===== config.mk =====
export PLATFORM = sky130hd
export DESIGN_NAME = chaotic_map_noise_generator
export DESIGN_NICKNAME = d
export VERILOG_FILES = /design/src/rtl/core/cmn_pkg.sv /design/src/rtl/core/cmn_map.sv /design/src/rtl/core/cmn_scale.sv /design/src/rtl/core/chaotic_map_noise_generator.sv
export SDC_FILE = /design/constraint.sdc
export NUM_CORES = 1
export LEC_CHECK = 0
export CORE_MARGIN = 10
export CORE_UTILIZATION = 65
export DETAILED_ROUTE_END_ITERATION = 7
export DONT_BUFFER_PORTS = 1
export PLACE_DENSITY_LB_ADDON = 0.25
export REMOVE_ABC_BUFFERS = 1
export SKIP_LAST_GASP = 1
export SYNTH_ARGS = -nofsm -noshare
export SYNTH_HDL_FRONTEND = slang
export SYNTH_SLANG_ARGS = --single-unit

===== constraint.sdc =====
create_clock -name clk -period 25.7 [get_ports clk]
set_input_delay 5.14 -clock clk [delete_from_list [all_inputs] [get_ports clk]]
set_output_delay 5.14 -clock clk [all_outputs]
set_load 0.02 [all_outputs]

===== src/rtl/core/cmn_pkg.sv =====
`timescale 1ns / 1ps

package cmn_pkg;

  // defaults for the top-level parameters
  localparam int PHASE_BITS_DEF      = 24;
  localparam int VALUE_FRAC_BITS_DEF = 16;

  // configuration port
  localparam int CFG_IDX_W  = 2;
  localparam int CFG_DATA_W = 24;

  localparam logic [CFG_IDX_W-1:0] CFG_MODE      = 2'd0;
  localparam logic [CFG_IDX_W-1:0] CFG_PHASE_INC = 2'd1;
  localparam logic [CFG_IDX_W-1:0] CFG_CHAOS     = 2'd2;

  typedef enum logic {
    MODE_CLASSIC = 1'b0,
    MODE_BROKEN  = 1'b1
  } mode_t;

  localparam int INC_W     = 24;
  localparam int GAIN_W    = 15;
  localparam int GAIN_FRAC = 14;
  localparam int SAMPLE_W  = 15;

  localparam logic [INC_W-1:0]    PHASE_INC_RST = 24'd4194304;
  localparam logic [GAIN_W-1:0]   CHAOS_RST     = 15'd24576;
  localparam logic [SAMPLE_W-1:0] SAMPLE_MAX    = 15'd32767;

  // integer part of the map values (Q3.f)
  localparam int VAL_INT_BITS = 3;

endpackage


===== src/rtl/core/cmn_map.sv =====
`timescale 1ns / 1ps

// y = |a*newer - older - 0.05|, saturated to the Q3.f maximum
module cmn_map #(
  parameter int VALUE_FRAC_BITS = cmn_pkg::VALUE_FRAC_BITS_DEF
) (
  input  logic [cmn_pkg::GAIN_W-1:0]                            gain,
  input  logic [VALUE_FRAC_BITS+cmn_pkg::VAL_INT_BITS-1:0]      newer,
  input  logic [VALUE_FRAC_BITS+cmn_pkg::VAL_INT_BITS-1:0]      older,
  output logic [VALUE_FRAC_BITS+cmn_pkg::VAL_INT_BITS-1:0]      y
);

  localparam int VW = VALUE_FRAC_BITS + cmn_pkg::VAL_INT_BITS;
  localparam int PW = cmn_pkg::GAIN_W + VW;
  localparam int RW = PW - cmn_pkg::GAIN_FRAC;
  localparam int DW = VW + 3;
  localparam longint VAL_ONE  = longint'(1) << VALUE_FRAC_BITS;
  localparam longint OFFSET_K = (5 * VAL_ONE + 50) / 100;

  logic [PW-1:0]        prod_full;
  logic [PW-1:0]        prod_rnd;
  logic [RW-1:0]        prod;
  logic signed [DW-1:0] diff;
  logic [DW-1:0]        mag;

  assign prod_full = PW'(gain) * PW'(newer);
  // round half up from Q.(f+14) to Q.f
  assign prod_rnd  = prod_full + PW'(longint'(1) << (cmn_pkg::GAIN_FRAC - 1));
  assign prod      = prod_rnd[PW-1:cmn_pkg::GAIN_FRAC];

  assign diff = $signed(DW'(prod)) - $signed(DW'(older)) - $signed(DW'(OFFSET_K));
  assign mag  = diff[DW-1] ? DW'(-diff) : DW'(diff);

  assign y = (|mag[DW-1:VW]) ? {VW{1'b1}} : mag[VW-1:0];

endmodule


===== src/rtl/core/cmn_scale.sv =====
`timescale 1ns / 1ps

// sample = floor(y * 32767 / 2^f), saturated to 32767
module cmn_scale #(
  parameter int VALUE_FRAC_BITS = cmn_pkg::VALUE_FRAC_BITS_DEF
) (
  input  logic [VALUE_FRAC_BITS+cmn_pkg::VAL_INT_BITS-1:0] y,
  output logic [cmn_pkg::SAMPLE_W-1:0]                     sample
);

  localparam int VW = VALUE_FRAC_BITS + cmn_pkg::VAL_INT_BITS;
  localparam int MW = VW + cmn_pkg::SAMPLE_W;
  localparam int SW = MW - VALUE_FRAC_BITS;

  logic [MW-1:0] scaled;
  logic [SW-1:0] shifted;

  // y * (2^15 - 1) as a shift and subtract
  assign scaled  = {y, {cmn_pkg::SAMPLE_W{1'b0}}} - MW'(y);
  assign shifted = scaled[MW-1:VALUE_FRAC_BITS];
  assign sample  = (|shifted[SW-1:cmn_pkg::SAMPLE_W]) ? cmn_pkg::SAMPLE_MAX
                                                      : shifted[cmn_pkg::SAMPLE_W-1:0];

endmodule


===== src/rtl/core/chaotic_map_noise_generator.sv =====
`timescale 1ns / 1ps

// Crackle-map noise source. Every transfer with in_tick set yields one
// out_sample; a transfer with in_tick clear is absorbed and yields nothing.
// One tick is taken per clock cycle unless out_stall holds a pending result,
// and its sample passes the input register, then the result register. The
// rate is set by the state update loop: phase add, one 15x19 map multiply,
// subtract, abs and clamp all complete in the cycle that writes the history registers.
// Configuration applies to ticks processed after the write.
module chaotic_map_noise_generator #(
  parameter int PHASE_BITS      = cmn_pkg::PHASE_BITS_DEF,
  parameter int VALUE_FRAC_BITS = cmn_pkg::VALUE_FRAC_BITS_DEF
) (
  input  logic                             clk,
  input  logic                             rst_n,
  input  logic                             in_valid,
  output logic                             in_stall,
  input  logic                             in_tick,
  output logic                             out_valid,
  input  logic                             out_stall,
  output logic [cmn_pkg::SAMPLE_W-1:0]     out_sample,
  input  logic                             cfg_we,
  input  logic [cmn_pkg::CFG_IDX_W-1:0]    cfg_index,
  input  logic [cmn_pkg::CFG_DATA_W-1:0]   cfg_data
);

  localparam int VW = VALUE_FRAC_BITS + cmn_pkg::VAL_INT_BITS;
  localparam int HW = VALUE_FRAC_BITS + 1;
  localparam logic [VW-1:0] VAL_ONE = VW'(longint'(1) << VALUE_FRAC_BITS);

  // configuration
  cmn_pkg::mode_t               mode_r;
  logic [cmn_pkg::INC_W-1:0]    phase_inc_r;
  logic [cmn_pkg::GAIN_W-1:0]   chaos_r;

  // state
  logic [PHASE_BITS-1:0] phase_r, phase_nxt;
  logic [VW-1:0]         first_r, first_nxt;
  logic [VW-1:0]         second_r, second_nxt;
  logic [HW-1:0]         held_r, held_nxt;

  // handshake
  logic                          s1_valid_r, s1_valid_nxt;
  logic                          out_valid_r, out_valid_nxt;
  logic [cmn_pkg::SAMPLE_W-1:0]  sample_r, sample_nxt;
  logic                          s1_adv;
  logic                          in_xfer;

  logic [PHASE_BITS+cmn_pkg::INC_W-1:0] inc_ext;
  logic [PHASE_BITS:0]                  phase_sum;
  logic                                 wrap;
  logic [VW-1:0]                        map_y;
  logic [VW-1:0]                        scale_src;
  logic [cmn_pkg::SAMPLE_W-1:0]         scale_out;

  cmn_map #(
    .VALUE_FRAC_BITS(VALUE_FRAC_BITS)
  ) u_map (
    .gain  (chaos_r),
    .newer (first_r),
    .older (second_r),
    .y     (map_y)
  );

  cmn_scale #(
    .VALUE_FRAC_BITS(VALUE_FRAC_BITS)
  ) u_scale (
    .y      (scale_src),
    .sample (scale_out)
  );

  assign s1_adv    = s1_valid_r && (!out_valid_r || !out_stall);
  assign in_stall  = s1_valid_r && !s1_adv;
  assign in_xfer   = in_valid && !in_stall;
  assign out_valid = out_valid_r;
  assign out_sample = sample_r;

  // increment masked or zero-extended to the phase width
  assign inc_ext   = {{PHASE_BITS{1'b0}}, phase_inc_r};
  assign phase_sum = {1'b0, phase_r} + {1'b0, inc_ext[PHASE_BITS-1:0]};
  assign wrap      = phase_sum[PHASE_BITS];

  always_comb begin
    phase_nxt  = phase_r;
    first_nxt  = first_r;
    second_nxt = second_r;
    held_nxt   = held_r;
    scale_src  = first_r;
    if (s1_adv) begin
      phase_nxt = phase_sum[PHASE_BITS-1:0];
    end
    unique case (mode_r)
      cmn_pkg::MODE_CLASSIC: begin
        if (wrap) begin
          scale_src = map_y;
        end
        if (s1_adv && wrap) begin
          second_nxt = first_r;
          first_nxt  = map_y;
        end
      end
      cmn_pkg::MODE_BROKEN: begin
        scale_src = map_y;
        if (s1_adv) begin
          if (wrap) begin
            second_nxt = first_r;
          end
          first_nxt = VW'(held_r);
          held_nxt  = (map_y > VAL_ONE) ? VAL_ONE[HW-1:0] : map_y[HW-1:0];
        end
      end
      default: ;
    endcase
  end

  always_comb begin
    s1_valid_nxt = s1_valid_r;
    if (s1_adv) begin
      s1_valid_nxt = 1'b0;
    end
    if (in_xfer && in_tick) begin
      s1_valid_nxt = 1'b1;
    end
    out_valid_nxt = out_valid_r && out_stall;
    sample_nxt    = sample_r;
    if (s1_adv) begin
      out_valid_nxt = 1'b1;
      sample_nxt    = scale_out;
    end
  end

  always_ff @(posedge clk) begin
    if (!rst_n) begin
      mode_r      <= cmn_pkg::MODE_CLASSIC;
      phase_inc_r <= cmn_pkg::PHASE_INC_RST;
      chaos_r     <= cmn_pkg::CHAOS_RST;
      phase_r     <= '0;
      first_r     <= '0;
      second_r    <= '0;
      held_r      <= '0;
      s1_valid_r  <= 1'b0;
      out_valid_r <= 1'b0;
    end else begin
      if (cfg_we) begin
        unique case (cfg_index)
          cmn_pkg::CFG_MODE:      mode_r      <= cmn_pkg::mode_t'(cfg_data[0]);
          cmn_pkg::CFG_PHASE_INC: phase_inc_r <= cfg_data[cmn_pkg::INC_W-1:0];
          cmn_pkg::CFG_CHAOS:     chaos_r     <= cfg_data[cmn_pkg::GAIN_W-1:0];
          default: ;
        endcase
      end
      phase_r     <= phase_nxt;
      first_r     <= first_nxt;
      second_r    <= second_nxt;
      held_r      <= held_nxt;
      s1_valid_r  <= s1_valid_nxt;
      out_valid_r <= out_valid_nxt;
    end
  end

  always_ff @(posedge clk) begin
    sample_r <= sample_nxt;
  end

`ifndef SYNTHESIS
  a_stall_needs_item: assert property (@(posedge clk) disable iff (!rst_n)
    in_stall |-> s1_valid_r)
    else $error("input stalled with empty input register");

  a_no_overwrite: assert property (@(posedge clk) disable iff (!rst_n)
    (out_valid_r && out_stall) |=> (out_valid_r && $stable(sample_r)))
    else $error("pending result lost or changed");

  a_held_clamped: assert property (@(posedge clk) disable iff (!rst_n)
    (s1_adv && mode_r == cmn_pkg::MODE_BROKEN) |=> (VW'(held_r) <= VAL_ONE))
    else $error("feedback above 1.0");
`endif

endmodule


==> impl_results.md <==
- Clock Root Buffer: clkbuf_16
- Core Region: 0.0280 mm²
- Worst hold path class: flip-flop to flip-flop
- Post-CTS Repair Setup Buffers: 0
- EDFF count, synth: 15
- WL per Instance: 18.8 µm
- Critical path's most frequent cell: fa_1
- Min cycle time layout: 13.87 ns
- Setup-failing EPs final: 0
- Yosys reg bits: 136
- Fin crit share: 0.540
- Overflow left after global routing: 0
- Die H: 189 µm
- Drt drc: 0
- Chip Width: 189 µm
- Post-synthesis cell area: 0.0186 mm²
- Most common cell after layout, fill and taps aside: nand2_1
- Clock slew at reported path FFs: 0.07 ns
- Sum Neg Setup Slack: 0 ns
- Post-cts sizing count: 0
- Slew headroom: 0.247
- Gpl congestion: 0.918
- Distinct cell type count after synthesis: 92
- Clock Skew: 0.0113 ns
- CP Data Arrival Time: 14.01 ns
- Dominant cell type by area after synthesis: fa_1
- Num CTS Buffers: 17
- CP max FO: 20
- Clock Latency Late Sink: 0.43 ns
- P&R area growth vs syn: 3.93%
- Final WL: 48200 µm
- Slowest stage delay, CP: 0.85 ns
- Fin util: 0.691
- Setup crit start kind: flip-flop
- Largest net degree at the start of global routing: 124
- Leading cell types in the layout, fill and taps excluded: 365 x nand2_1, 288 x inv_1, 222 x fa_1
- Synth Warn #: 0
- # fillers: 2320
- Synth area leaders: fa_1 24%, dfxtp_1 13%, ha_1 11%, nand2_1 7.4%, and2_1 6.0%
- Std cell rows: 61
- Average size of a mapped cell: 8.25 µm²
- Worst Setup End Kind: flip-flop
- Final Hold Fails: 0
- Hpwl dp: 36600 µm
- Max Root-Sink Buffers: 2
- Max-slew violations: 0
- Outcome: finished clean
- Max frequency: 72.1 MHz
- Initial antenna violation count: 0
- RSZ-0062 raised after global routing: false
- Layout cells sized above 1: 0.0412
- Initial Util: 0.665
- Vias in the first global route: 15500
- Global-route wire length before repair: 79900 µm
- Tot GR Track Use: 0.273
- # IOs: 49
- Post-Synthesis Cells: 2256
- Die area: 0.0358 mm²
- Clk sinks: 136
- Hold buffers post-CTS: 0
- PortBufs: 0
- DRT Pass-1 Iters: 6
- Share of the synthesized area in the top cell type: 0.239
- Final ANT Viol Nets: 0
- Initial DRC Count: 1304
- CTS tree: done
- CP Class: flip-flop to flip-flop
- Dominant synthesized flop cell: dfxtp_1
- Max-cap violations: 0
- Ys async rst share: 0
- Via density: 5.98
- Diodes inserted: 0
- Vias post-DR: 15316
- Nets: 2581
- Worst Path Required: 25.83 ns
- Measured slew at the worst slew-check pin: 1.13 ns
- Slowest stage cell, crit path: a211oi_4
- Seq/Total Area, Yosys: 0.154
- Htree depth: 4
routing by layer:
layer / vias up / share of wire / global-route usage
met5: - / 0 / 0
met4: 0 / 0.028 / 0.0818
met3: 94 / 0.077 / 0.0518
met2: 559 / 0.47 / 0.450
met1: 7484 / 0.43 / 0.356
li1: 7179 / - / -
flip-flops by register name, indices dropped and copies added, names as in the netlist:
register / count
chaos_r: 15
second_r: 19
mode_r: 1
s1_valid_r: 1
phase_r: 24
held_r: 17
phase_inc_r: 24
out_sample: 15
first_r: 19
out_valid: 1
layout make-up:
| type | instances | area [µm²] | share of cell area |
|---|---|---|---|
| Timing Repair Buffer | 18 | 135 | 0.00698 |
| Clock inverter | 15 | 175 | 0.00905 |
| Clock buffer | 17 | 425 | 0.0220 |
| Inverter | 288 | 1080 | 0.0559 |
| Tap cell | 378 | 473 | 0.0244 |
| Sequential cell | 136 | 2870 | 0.148 |
| Multi-Input combinational cell | 1709 | 14200 | 0.733 |
cell usage after synthesis, types with 11 or more instances:
cell type,number
inv_1,288
nand3_1,31
clkbuf_1,112
dfxtp_1,121
o21a_1,19
a21o_1,21
xnor2_1,45
nand2b_1,11
and3_1,11
a21oi_1,85
nand4_1,12
edfxtp_1,15
a21boi_0,43
nor3_1,34
nor2b_1,44
nor2_1,98
fa_1,222
ha_1,157
or2_2,13
o21ai_0,75
xor2_1,26
and2_1,180
a211oi_1,11
mux2i_1,28
nand2_1,365
stage by stage:
stage	hold slack (ns)	instances	worst slack, ns	instance area [µm²]
final	0.469	2561	11.83	19400
after global placement	0.452	2529	12.34	18800
after global routing	0.496	2561	10.87	19400
after CTS	0.471	2561	11.90	19400
after detailed placement	0.462	2529	11.92	18800
after floorplan	0.445	2133	13.77	18100
logic make-up (layout without fill, tap and decap cells):
kind of cell,after synthesis,in the layout,synth area share
simple gates,850,850,0.225
buf+inv,411,338,0.0841
fa+ha+maj,379,379,0.344
compound gates,379,379,0.142
flops,136,136,0.154
xor+xnor,72,72,0.0347
mux,29,29,0.0157
path summary, 6_finish.rpt:
| path | startpoint | to | slack [ns] | cells after the start |
|---|---|---|---|---|
| worst max-delay path | chaos_r[2]$_SDFFE_PN0P_ | out_sample[10]$_SDFFCE_PP1P_ | 11.83 | 47 |
| worst min-delay path | phase_r[16]$_SDFFE_PN0P_ | phase_r[16]$_SDFFE_PN0P_ | 0.47 | 2 |
| worst max register to register | chaos_r[2]$_SDFFE_PN0P_ | out_sample[10]$_SDFFCE_PP1P_ | 11.83 | 47 |
| worst min register to register | phase_r[16]$_SDFFE_PN0P_ | phase_r[16]$_SDFFE_PN0P_ | 0.47 | 2 |
worst max-delay path: cells and delay by family (launching register included):
kind / cells / cell delay [ns]
AOI/OAI and AO/OA: 19 / 5.34
adders and majority gates: 9 / 4.19
and+or+nand+nor: 13 / 2.78
DFF: 1 / 0.80
buffers and inverters: 5 / 0.26
muxes: 1 / 0.18
Power is not shown: default switching activity piles up to over one toggle a cycle in this logic, so the estimate is an artifact.
